`src/hdl/r485evt_pkg.sv`:
```
// ----------------------------------------------------------------------------
// r485evt_pkg
// Types, codes and packing shared by the echo verified transmitter
// ----------------------------------------------------------------------------
package r485evt_pkg;

    localparam int DEFAULT_PACKET_DEPTH = 256;

    // event codes carried in the mode field
    localparam logic [2:0] MODE_LOAD     = 3'd0;
    localparam logic [2:0] MODE_TX_READY = 3'd1;
    localparam logic [2:0] MODE_RX_EVENT = 3'd2;
    localparam logic [2:0] MODE_RX_EDGE  = 3'd3;
    localparam logic [2:0] MODE_TX_DONE  = 3'd4;
    localparam logic [2:0] MODE_FRAME_TO = 3'd5;
    localparam logic [2:0] MODE_IDLE_TO  = 3'd6;
    localparam logic [2:0] MODE_NOP      = 3'd7;

    // end of transmission status
    localparam logic [1:0] STATUS_OK       = 2'd0;
    localparam logic [1:0] STATUS_RX_ERROR = 2'd1;
    localparam logic [1:0] STATUS_MISMATCH = 2'd2;
    localparam logic [1:0] STATUS_TIMEOUT  = 2'd3;

    localparam int IN_USER_W = 5;
    localparam int OUT_W     = 32;

    // bit positions of the result word
    localparam int BIT_SEND_VALID    = 0;
    localparam int BIT_FORWARD_VALID = 9;
    localparam int BIT_TX_FINISHED   = 18;
    localparam int BIT_TRANSMITTING  = 25;

    typedef struct packed {
        logic       send_valid;
        logic [7:0] send_byte;
        logic       forward_valid;
        logic [7:0] forward_byte;
        logic       tx_finished;
        logic [1:0] tx_status;
        logic       frame_discard;
        logic       rx_timer_restart;
        logic       line_busy;
        logic       receiving;
        logic       transmitting;
        logic       driver_enable;
    } result_t;

    function automatic logic [OUT_W-1:0] pack_result(input result_t r);
        pack_result = {5'b0, r.driver_enable, r.transmitting, r.receiving, r.line_busy,
                       r.rx_timer_restart, r.frame_discard, r.tx_status, r.tx_finished,
                       r.forward_byte, r.forward_valid, r.send_byte, r.send_valid};
    endfunction

endpackage

```
`src/hdl/r485evt_store.sv`:
```
// ----------------------------------------------------------------------------
// r485evt_store
// Packet byte store: one write port, two registered read ports with bypass
// ----------------------------------------------------------------------------
module r485evt_store
    import r485evt_pkg::*;
#(
    parameter int DEPTH = DEFAULT_PACKET_DEPTH
) (
    input  logic                     aclk,
    input  logic                     wr_en,
    input  logic [$clog2(DEPTH)-1:0] wr_addr,
    input  logic [7:0]               wr_data,
    input  logic [$clog2(DEPTH)-1:0] rd_addr_a,
    input  logic [$clog2(DEPTH)-1:0] rd_addr_b,
    output logic [7:0]               rd_data_a,
    output logic [7:0]               rd_data_b
);

    logic [7:0] mem [DEPTH];
    logic [7:0] rd_a_reg;
    logic [7:0] rd_b_reg;

    always_ff @(posedge aclk) begin
        if (wr_en) begin
            mem[wr_addr] <= wr_data;
        end
        // a write to the address being read shows up at once
        rd_a_reg <= (wr_en && (wr_addr == rd_addr_a)) ? wr_data : mem[rd_addr_a];
        rd_b_reg <= (wr_en && (wr_addr == rd_addr_b)) ? wr_data : mem[rd_addr_b];
    end

    assign rd_data_a = rd_a_reg;
    assign rd_data_b = rd_b_reg;

endmodule

```
`src/hdl/r485evt_ctrl.sv`:
```
// ----------------------------------------------------------------------------
// r485evt_ctrl
// Link state and per-event decision logic; one event per accepted word
// ----------------------------------------------------------------------------
module r485evt_ctrl
    import r485evt_pkg::*;
#(
    parameter int DEPTH = DEFAULT_PACKET_DEPTH
) (
    input  logic                     aclk,
    input  logic                     aresetn,
    input  logic                     accept,
    input  logic [2:0]               mode,
    input  logic [7:0]               data_byte,
    input  logic                     last_byte,
    input  logic                     rx_error,
    input  logic                     rx_has_data,
    input  logic [7:0]               send_data,
    input  logic [7:0]               echo_data,
    output logic                     wr_en,
    output logic [$clog2(DEPTH)-1:0] wr_addr,
    output logic [7:0]               wr_data,
    output logic [$clog2(DEPTH)-1:0] send_addr,
    output logic [$clog2(DEPTH)-1:0] echo_addr,
    output result_t                  res
);

    localparam int AW = $clog2(DEPTH);
    localparam int PW = $clog2(DEPTH + 1);

    logic [PW-1:0] load_count_reg,    load_count_next;
    logic [PW-1:0] packet_length_reg, packet_length_next;
    logic [PW-1:0] send_position_reg, send_position_next;
    logic [PW-1:0] echo_position_reg, echo_position_next;
    logic sending_reg,  sending_next;
    logic pending_reg,  pending_next;
    logic frame_reg,    frame_next;
    logic busy_reg,     busy_next;
    logic edge_reg,     edge_next;
    logic driver_reg,   driver_next;

    always_comb begin
        logic [PW-1:0] cnt;
        logic [PW-1:0] ep1;
        logic          sending;
        logic          do_begin;

        load_count_next    = load_count_reg;
        packet_length_next = packet_length_reg;
        send_position_next = send_position_reg;
        echo_position_next = echo_position_reg;
        sending_next       = sending_reg;
        pending_next       = pending_reg;
        frame_next         = frame_reg;
        busy_next          = busy_reg;
        edge_next          = edge_reg;
        driver_next        = driver_reg;
        wr_en              = 1'b0;
        wr_addr            = load_count_reg[AW-1:0];
        wr_data            = data_byte;
        res                = '0;
        cnt                = load_count_reg;
        ep1                = echo_position_reg + 1'b1;
        sending            = sending_reg;
        do_begin           = 1'b0;

        if (accept) begin
            unique case (mode)
                MODE_LOAD: begin
                    if (!sending_reg && !pending_reg) begin
                        // a full store drops the byte but still honors the last mark
                        if (load_count_reg < PW'(DEPTH)) begin
                            wr_en = 1'b1;
                            cnt   = load_count_reg + 1'b1;
                        end
                        load_count_next = cnt;
                        if (last_byte) begin
                            packet_length_next = cnt;
                            load_count_next    = '0;
                            if (frame_reg) begin
                                pending_next = 1'b1;
                            end else begin
                                do_begin = 1'b1;
                            end
                        end
                    end
                end
                MODE_TX_READY: begin
                    if (sending_reg && (send_position_reg < packet_length_reg)) begin
                        res.send_valid     = 1'b1;
                        res.send_byte      = send_data;
                        send_position_next = send_position_reg + 1'b1;
                    end
                end
                MODE_RX_EVENT: begin
                    if (!sending_reg) begin
                        res.rx_timer_restart = 1'b1;
                        frame_next           = 1'b1;
                        busy_next            = 1'b1;
                    end
                    if (rx_error && sending) begin
                        sending_next  = 1'b0;
                        edge_next     = 1'b1;
                        res.tx_finished = 1'b1;
                        res.tx_status   = STATUS_RX_ERROR;
                        sending       = 1'b0;
                    end
                    if (rx_has_data) begin
                        if (sending) begin
                            echo_position_next = ep1;
                            if (data_byte != echo_data) begin
                                sending_next    = 1'b0;
                                edge_next       = 1'b1;
                                res.tx_finished = 1'b1;
                                res.tx_status   = STATUS_MISMATCH;
                            end else if (ep1 >= packet_length_reg) begin
                                sending_next    = 1'b0;
                                edge_next       = 1'b1;
                                res.tx_finished = 1'b1;
                                res.tx_status   = STATUS_OK;
                            end
                        end else begin
                            res.forward_valid = 1'b1;
                            res.forward_byte  = data_byte;
                        end
                    end
                end
                MODE_RX_EDGE: begin
                    if (edge_reg) begin
                        if (!sending_reg) begin
                            res.rx_timer_restart = 1'b1;
                            frame_next           = 1'b1;
                            busy_next            = 1'b1;
                        end
                        edge_next = 1'b0;
                    end
                end
                MODE_TX_DONE: begin
                    driver_next = 1'b0;
                    if (sending_reg) begin
                        sending_next    = 1'b0;
                        edge_next       = 1'b1;
                        res.tx_finished = 1'b1;
                        res.tx_status   = STATUS_TIMEOUT;
                    end
                end
                MODE_FRAME_TO: begin
                    res.frame_discard = 1'b1;
                    frame_next        = 1'b0;
                    edge_next         = 1'b1;
                    if (pending_reg) begin
                        do_begin = 1'b1;
                    end
                end
                MODE_IDLE_TO: begin
                    busy_next = 1'b0;
                end
                MODE_NOP: begin
                end
            endcase
        end

        // start of a verified transmission
        if (do_begin) begin
            pending_next       = 1'b0;
            edge_next          = 1'b0;
            driver_next        = 1'b1;
            busy_next          = 1'b0;
            send_position_next = '0;
            echo_position_next = '0;
            sending_next       = 1'b1;
        end

        res.line_busy     = busy_next;
        res.receiving     = frame_next;
        res.transmitting  = sending_next;
        res.driver_enable = driver_next;
    end

    // read addresses follow the next positions so the registered read data matches the position registers
    assign send_addr = send_position_next[AW-1:0];
    assign echo_addr = echo_position_next[AW-1:0];

    always_ff @(posedge aclk) begin
        if (!aresetn) begin
            load_count_reg    <= '0;
            packet_length_reg <= '0;
            send_position_reg <= '0;
            echo_position_reg <= '0;
            sending_reg       <= 1'b0;
            pending_reg       <= 1'b0;
            frame_reg         <= 1'b0;
            busy_reg          <= 1'b0;
            edge_reg          <= 1'b1;
            driver_reg        <= 1'b0;
        end else begin
            load_count_reg    <= load_count_next;
            packet_length_reg <= packet_length_next;
            send_position_reg <= send_position_next;
            echo_position_reg <= echo_position_next;
            sending_reg       <= sending_next;
            pending_reg       <= pending_next;
            frame_reg         <= frame_next;
            busy_reg          <= busy_next;
            edge_reg          <= edge_next;
            driver_reg        <= driver_next;
        end
    end

endmodule

```
`src/hdl/rs485_echo_verified_transmitter.sv`:
```
// ----------------------------------------------------------------------------
// rs485_echo_verified_transmitter
// Half-duplex RS485 link control with collision detection by echo readback
//
//   channel   dir   word content                                   tlast      tuser
//   s_*       in    data_byte                                      last_byte  mode, rx_error,
//                                                                             rx_has_data
//   m_*       out   send, forward, status and link flags           -          -
//
// One event per cycle when not stalled; each accepted word gives its result next cycle.
// The packet store reads both positions ahead, so a byte is ready without a wait.
// Reset initializes all link state; the packet store is not cleared.
// A result word held by a low m_tready keeps s_tready low until m_tready rises.
// ----------------------------------------------------------------------------
module rs485_echo_verified_transmitter
    import r485evt_pkg::*;
#(
    parameter int PACKET_DEPTH = DEFAULT_PACKET_DEPTH
) (
    input  logic                 aclk,
    input  logic                 aresetn,
    input  logic                 s_tvalid,
    output logic                 s_tready,
    input  logic [7:0]           s_tdata,   // [7:0] data_byte
    input  logic                 s_tlast,   // last_byte
    input  logic [IN_USER_W-1:0] s_tuser,   // [2:0] mode, [3] rx_error, [4] rx_has_data
    output logic                 m_tvalid,
    input  logic                 m_tready,
    // [0] send_valid, [8:1] send_byte, [9] forward_valid, [17:10] forward_byte,
    // [18] tx_finished, [20:19] tx_status, [21] frame_discard, [22] rx_timer_restart,
    // [23] line_busy, [24] receiving, [25] transmitting, [26] driver_enable, rest zero
    output logic [OUT_W-1:0]     m_tdata
);

    localparam int AW = $clog2(PACKET_DEPTH);

    logic           accept;
    logic           wr_en;
    logic [AW-1:0]  wr_addr;
    logic [7:0]     wr_data;
    logic [AW-1:0]  send_addr;
    logic [AW-1:0]  echo_addr;
    logic [7:0]     send_data;
    logic [7:0]     echo_data;
    result_t        res;

    logic             m_valid_reg;
    logic [OUT_W-1:0] m_data_reg;

    assign s_tready = !m_valid_reg || m_tready;
    assign accept   = s_tvalid && s_tready;

    r485evt_store #(
        .DEPTH(PACKET_DEPTH)
    ) u_store (
        .aclk      (aclk),
        .wr_en     (wr_en),
        .wr_addr   (wr_addr),
        .wr_data   (wr_data),
        .rd_addr_a (send_addr),
        .rd_addr_b (echo_addr),
        .rd_data_a (send_data),
        .rd_data_b (echo_data)
    );

    r485evt_ctrl #(
        .DEPTH(PACKET_DEPTH)
    ) u_ctrl (
        .aclk        (aclk),
        .aresetn     (aresetn),
        .accept      (accept),
        .mode        (s_tuser[2:0]),
        .data_byte   (s_tdata),
        .last_byte   (s_tlast),
        .rx_error    (s_tuser[3]),
        .rx_has_data (s_tuser[4]),
        .send_data   (send_data),
        .echo_data   (echo_data),
        .wr_en       (wr_en),
        .wr_addr     (wr_addr),
        .wr_data     (wr_data),
        .send_addr   (send_addr),
        .echo_addr   (echo_addr),
        .res         (res)
    );

    always_ff @(posedge aclk) begin
        if (!aresetn) begin
            m_valid_reg <= 1'b0;
        end else if (s_tready) begin
            m_valid_reg <= s_tvalid;
        end
    end

    always_ff @(posedge aclk) begin
        if (accept) begin
            m_data_reg <= pack_result(res);
        end
    end

    assign m_tvalid = m_valid_reg;
    assign m_tdata  = m_data_reg;

endmodule

```
`config.mk`:
```
export PLATFORM = sky130hd
export DESIGN_NAME = rs485_echo_verified_transmitter
export DESIGN_NICKNAME = d
export VERILOG_FILES = /design/src/hdl/r485evt_pkg.sv /design/src/hdl/r485evt_store.sv /design/src/hdl/r485evt_ctrl.sv /design/src/hdl/rs485_echo_verified_transmitter.sv
export SDC_FILE = /design/constraint.sdc
export NUM_CORES = 2
export LEC_CHECK = 0
export BUFFER_PORTS_ARGS = -buffer_cell sky130_fd_sc_hd__clkbuf_2
export CELL_PAD_IN_SITES_DETAIL_PLACEMENT = 0
export CELL_PAD_IN_SITES_GLOBAL_PLACEMENT = 1
export CORE_ASPECT_RATIO = 0.7
export CORE_MARGIN = 5
export CORE_UTILIZATION = 50
export DETAILED_ROUTE_END_ITERATION = 8
export HOLD_SLACK_MARGIN = 0.08
export PLACE_DENSITY = 0.74
export SLEW_MARGIN = 20
export SYNTH_ARGS = -nofsm -noshare
export SYNTH_HDL_FRONTEND = slang
export SYNTH_SLANG_ARGS = --single-unit
```
`constraint.sdc`:
```
create_clock -name aclk -period 5.8 [get_ports aclk]
set_clock_uncertainty 0.05 [all_clocks]
set_input_delay 0.29 -clock aclk [delete_from_list [all_inputs] [get_ports aclk]]
set_output_delay 0.29 -clock aclk [all_outputs]
set_load 0.005 [all_outputs]
```
==> results.md <==
- Max-cap viol count: 0
- FFs w/ async S/R, synth: 0%
- Via Count: 61100
- Util after Layout: between 50% and 60%
- Final instance area: 113000 um^2
- Setup crit end kind: flip-flop
- Initial antenna violation count: 20
- H-tree levels: 4
- Final period util: 91.3%
- RSZ-0062 raised after global routing: false
- Wire length per cell: 39.6 um
- Antenna Nets Post-Route: 0
- Pleak: about 33 nW
- Area growth from synthesis to layout: 12.5%
- CP Data Required Time: 6.37 ns
- Sequential element share of the synthesized area: between 60% and 70%
- Clk buf depth: 4
- Clk_lat worst skew: 0.87 ns
- Die W: roughly 550 um
- Die ar.: 210000 um^2
- Hold path startpoint: s_tdata[6]
- Worst-path clk slew: 0.07 ns
- Outcome: finished, final reports clean
- Highest Clock Rate: 189 MHz
- Site Rows: ~140
- Crit start category: flip-flop
- Cells after Synth: 5334
- Worst slew pin tran: around 1.3 ns
- GRT Total Usage: 31.8%
- Setup ws final: roughly 0.50 ns
- Crit-path max FO: 32
- Placed insts: a little over 8000
- Pins Over Slew Limit: 0
- PwrDens: roughly 280 nW/um^2
- WHS Endpoint: u_store.mem[70][6]
- CTS sink count: 2134
- Routed wire length: 335000 um
- Vias in the first global route: 58400
- Main synth FF type: edfxtp_1
- Buffers added on ports: 46
- Total Neg Setup Slack: 0 ns
- Overflow after GRT: 0
- Avg Inst Size Synth: 18.8 um^2
- Starting Density: 50.3%
- Worst Hold Class: in -> reg
- Synth Register Bits: 2134
- Crit path kind: reg -> reg
- Non-Filler Instances: 8466
- # fillers: 14800
- Placer Congestion: 0.975
- Largest Register: u_store.mem
- Largest net degree at the start of global routing: between 150 and 200
- Clk root buf: clkbuf_16
- Arrival time at the worst endpoint: about 5.9 ns
- Fin crit period: between 5 and 6 ns
- Ys Warns: 0
- Hold Crit Depth: 1
- Ports: 52
- Starting DRT DRC Count: 11000
- Worst reg2reg path depth: 14
- Setup Viol. Count Final: 0
- Synthesized area: 100000 um^2
- First-pass GRT wire length: 464000 um
- Post-CTS Setup Bufs: 0
- Slew headroom: 15.3%
- First-pass iteration count of the detailed router: 8
- CORE AREA: approximately 200000 um^2
- Reg2reg setup slack: 0.50 ns
- Layout Nets: about 5700
- DP Worst Slack: around 0.28 ns
- Share of post-route cells with drive strength above 1: 31.4%
- HPWL Detailed: 226000 um
- Die Ht: 385 um
- Number of synthesized flops with an enable pin: ~2100
- Max VDD drop: roughly 0.27 mV
- DP Area: 106000 um^2
- Synth unique cells: a little over 80
- Total CTS buffers: 206
- Residual DRC: 0
- Hold Fails Final Rpt: 0
- Reg2reg end: m_tdata[18]
- Via density: 7.21
- Largest register FFs: approximately 2000
- CTS tree: yes
==> cell type report <==
cell class	instances	area [um^2]	share of cell area, %
multi-input cells	2759	34600	30.7
repair buffers	527	4520	4.01
inverters	26	97.6	0.0866
clock buffers	244	5380	4.77
well taps	2641	3300	2.93
flip-flops and latches	2134	63500	56.4
diodes	7	17.5	0.0155
clock inverters	128	1280	1.14
==> per-stage QoR <==
step	total power, W	hold slack [ns]
floorplan	0.0173	0.339
global placement	0.0176	0.428
detailed placement	0.0176	0.440
CTS	0.0311	0.170
global route	0.0318	0.201
finish	0.0310	0.201
==> metal layers <==
metal / global-route usage (%) / wire length [um] / vias up
met3: 14.4 / 58900 / 564
met1: 47.1 / 128000 / 32100
met4: 8.80 / 10700 / 12
met2: 42.6 / 138000 / 5092
met5: 0 / 82 / -
li1: - / - / 23300
==> cell usage after synthesis, drive strengths merged, types with 8 or more instances <==
| master | count | share of area (%) |
|---|---|---|
| ha | 23 | 0.29 |
| o22ai | 18 | 0.11 |
| a21o | 12 | 0.090 |
| mux4 | 985 | 22 |
| clkbuf | 194 | 0.73 |
| nor4 | 11 | 0.069 |
| and3 | 13 | 0.081 |
| edfxtp | 2075 | 62 |
| dfxtp | 59 | 1.2 |
| a22oi | 186 | 1.4 |
| nand2b | 11 | 0.069 |
| a221oi | 27 | 0.24 |
| nor2 | 361 | 1.4 |
| nor3 | 17 | 0.085 |
| xor2 | 9 | 0.079 |
| a21oi | 84 | 0.42 |
| and2 | 19 | 0.12 |
| nand3 | 114 | 0.57 |
| o21ai | 41 | 0.21 |
| a31oi | 17 | 0.11 |
| nor2b | 29 | 0.18 |
| nand3b | 8 | 0.064 |
| nand2 | 131 | 0.49 |
| buf | 223 | 1.5 |
| nand4 | 35 | 0.22 |
| o211ai | 12 | 0.090 |
| a22o | 23 | 0.20 |
| a211oi | 18 | 0.13 |
| a2111oi | 14 | 0.12 |
| inv | 25 | 0.094 |
| mux2i | 447 | 4.5 |
| xnor2 | 21 | 0.18 |
==> cell families (layout without fill, tap and decap cells) <==
logic type / Yosys count / in the layout / synth area share [%]
AND/OR/NAND/NOR: 785 / 785 / 3.60
multiplexers: 1433 / 1433 / 26.7
buffers and inverters: 445 / 925 / 2.34
adder cells (fa/ha/maj): 23 / 23 / 0.287
flip-flops: 2134 / 2134 / 63.4
XOR/XNOR: 30 / 30 / 0.262
AO/OA/AOI/OAI: 483 / 483 / 3.40
other: 1 / 12 / 0.00374
==> critical path: stages (launching register included) <==
cell	delay, ns
dfxtp_4	0.56
buf_12	0.32
inv_2	0.76
buf_4	0.38
mux4_2	0.53
o22ai_1	0.16
nor3b_1	0.08
buf_4	0.20
nor3_2	0.51
nor2_1	0.13
mux2i_1	0.18
nand4_1	0.13
or4_4	0.63
o221ai_2	0.23
o31ai_1	0.08
==> layout by cell type (no fill, tap or decap), drive strengths merged, types with 7 or more instances in the layout <==
cell and instances:
dlygate4sd3 20, o21ai 41, edfxtp 2075, and3 13, nand4 35, clkinvlp 14
a21o 12, o211ai 12, clkinv 87, nor2b 29, nand3b 8, nand2b 11
and2 19, a221oi 27, nor4 11, mux2i 447, buf 461, a21oi 84
a22oi 186, bufinv 24, clkbuf 290, a211oi 18, nand3 114, diode 7
a31oi 17, nand2 131, xor2 9, inv 29, a2111oi 14, dfxtp 59
nor2 361, o22ai 18, mux4 985, nor3 17, a22o 23, ha 23
xnor2 21
==> power by group <==
group | internal, W | leakage (nW) | switching (W)
logic | 0.0000688 | 11.1 | 0.000333
registers | 0.0169 | 19.2 | 0.00000683
clock network | 0.00769 | 3.26 | 0.00601
total | 0.0247 | 33.5 | 0.00635
==> how the worst max path moves through the flow <==
stage               slack [ns]     endpoint      start  cells after the start
floorplan                 2.05   m_tdata[1]  flip-flop                      8
global placement          0.28  m_tdata[18]  flip-flop                     14
detailed placement        0.28  m_tdata[18]  flip-flop                     14
CTS                       0.26  m_tdata[18]  flip-flop                     14
global route              0.36  m_tdata[18]  flip-flop                     14
finish                    0.50  m_tdata[18]  flip-flop                     14
==> what timing repair did <==
action                                  in CTS  in global routing
hold buffers                                20                  0
hold endpoints to repair                   434                  0
gates resized for setup                      0                  1
endpoints found under the setup margin       0                  3
(Power assumes the default switching activity.)
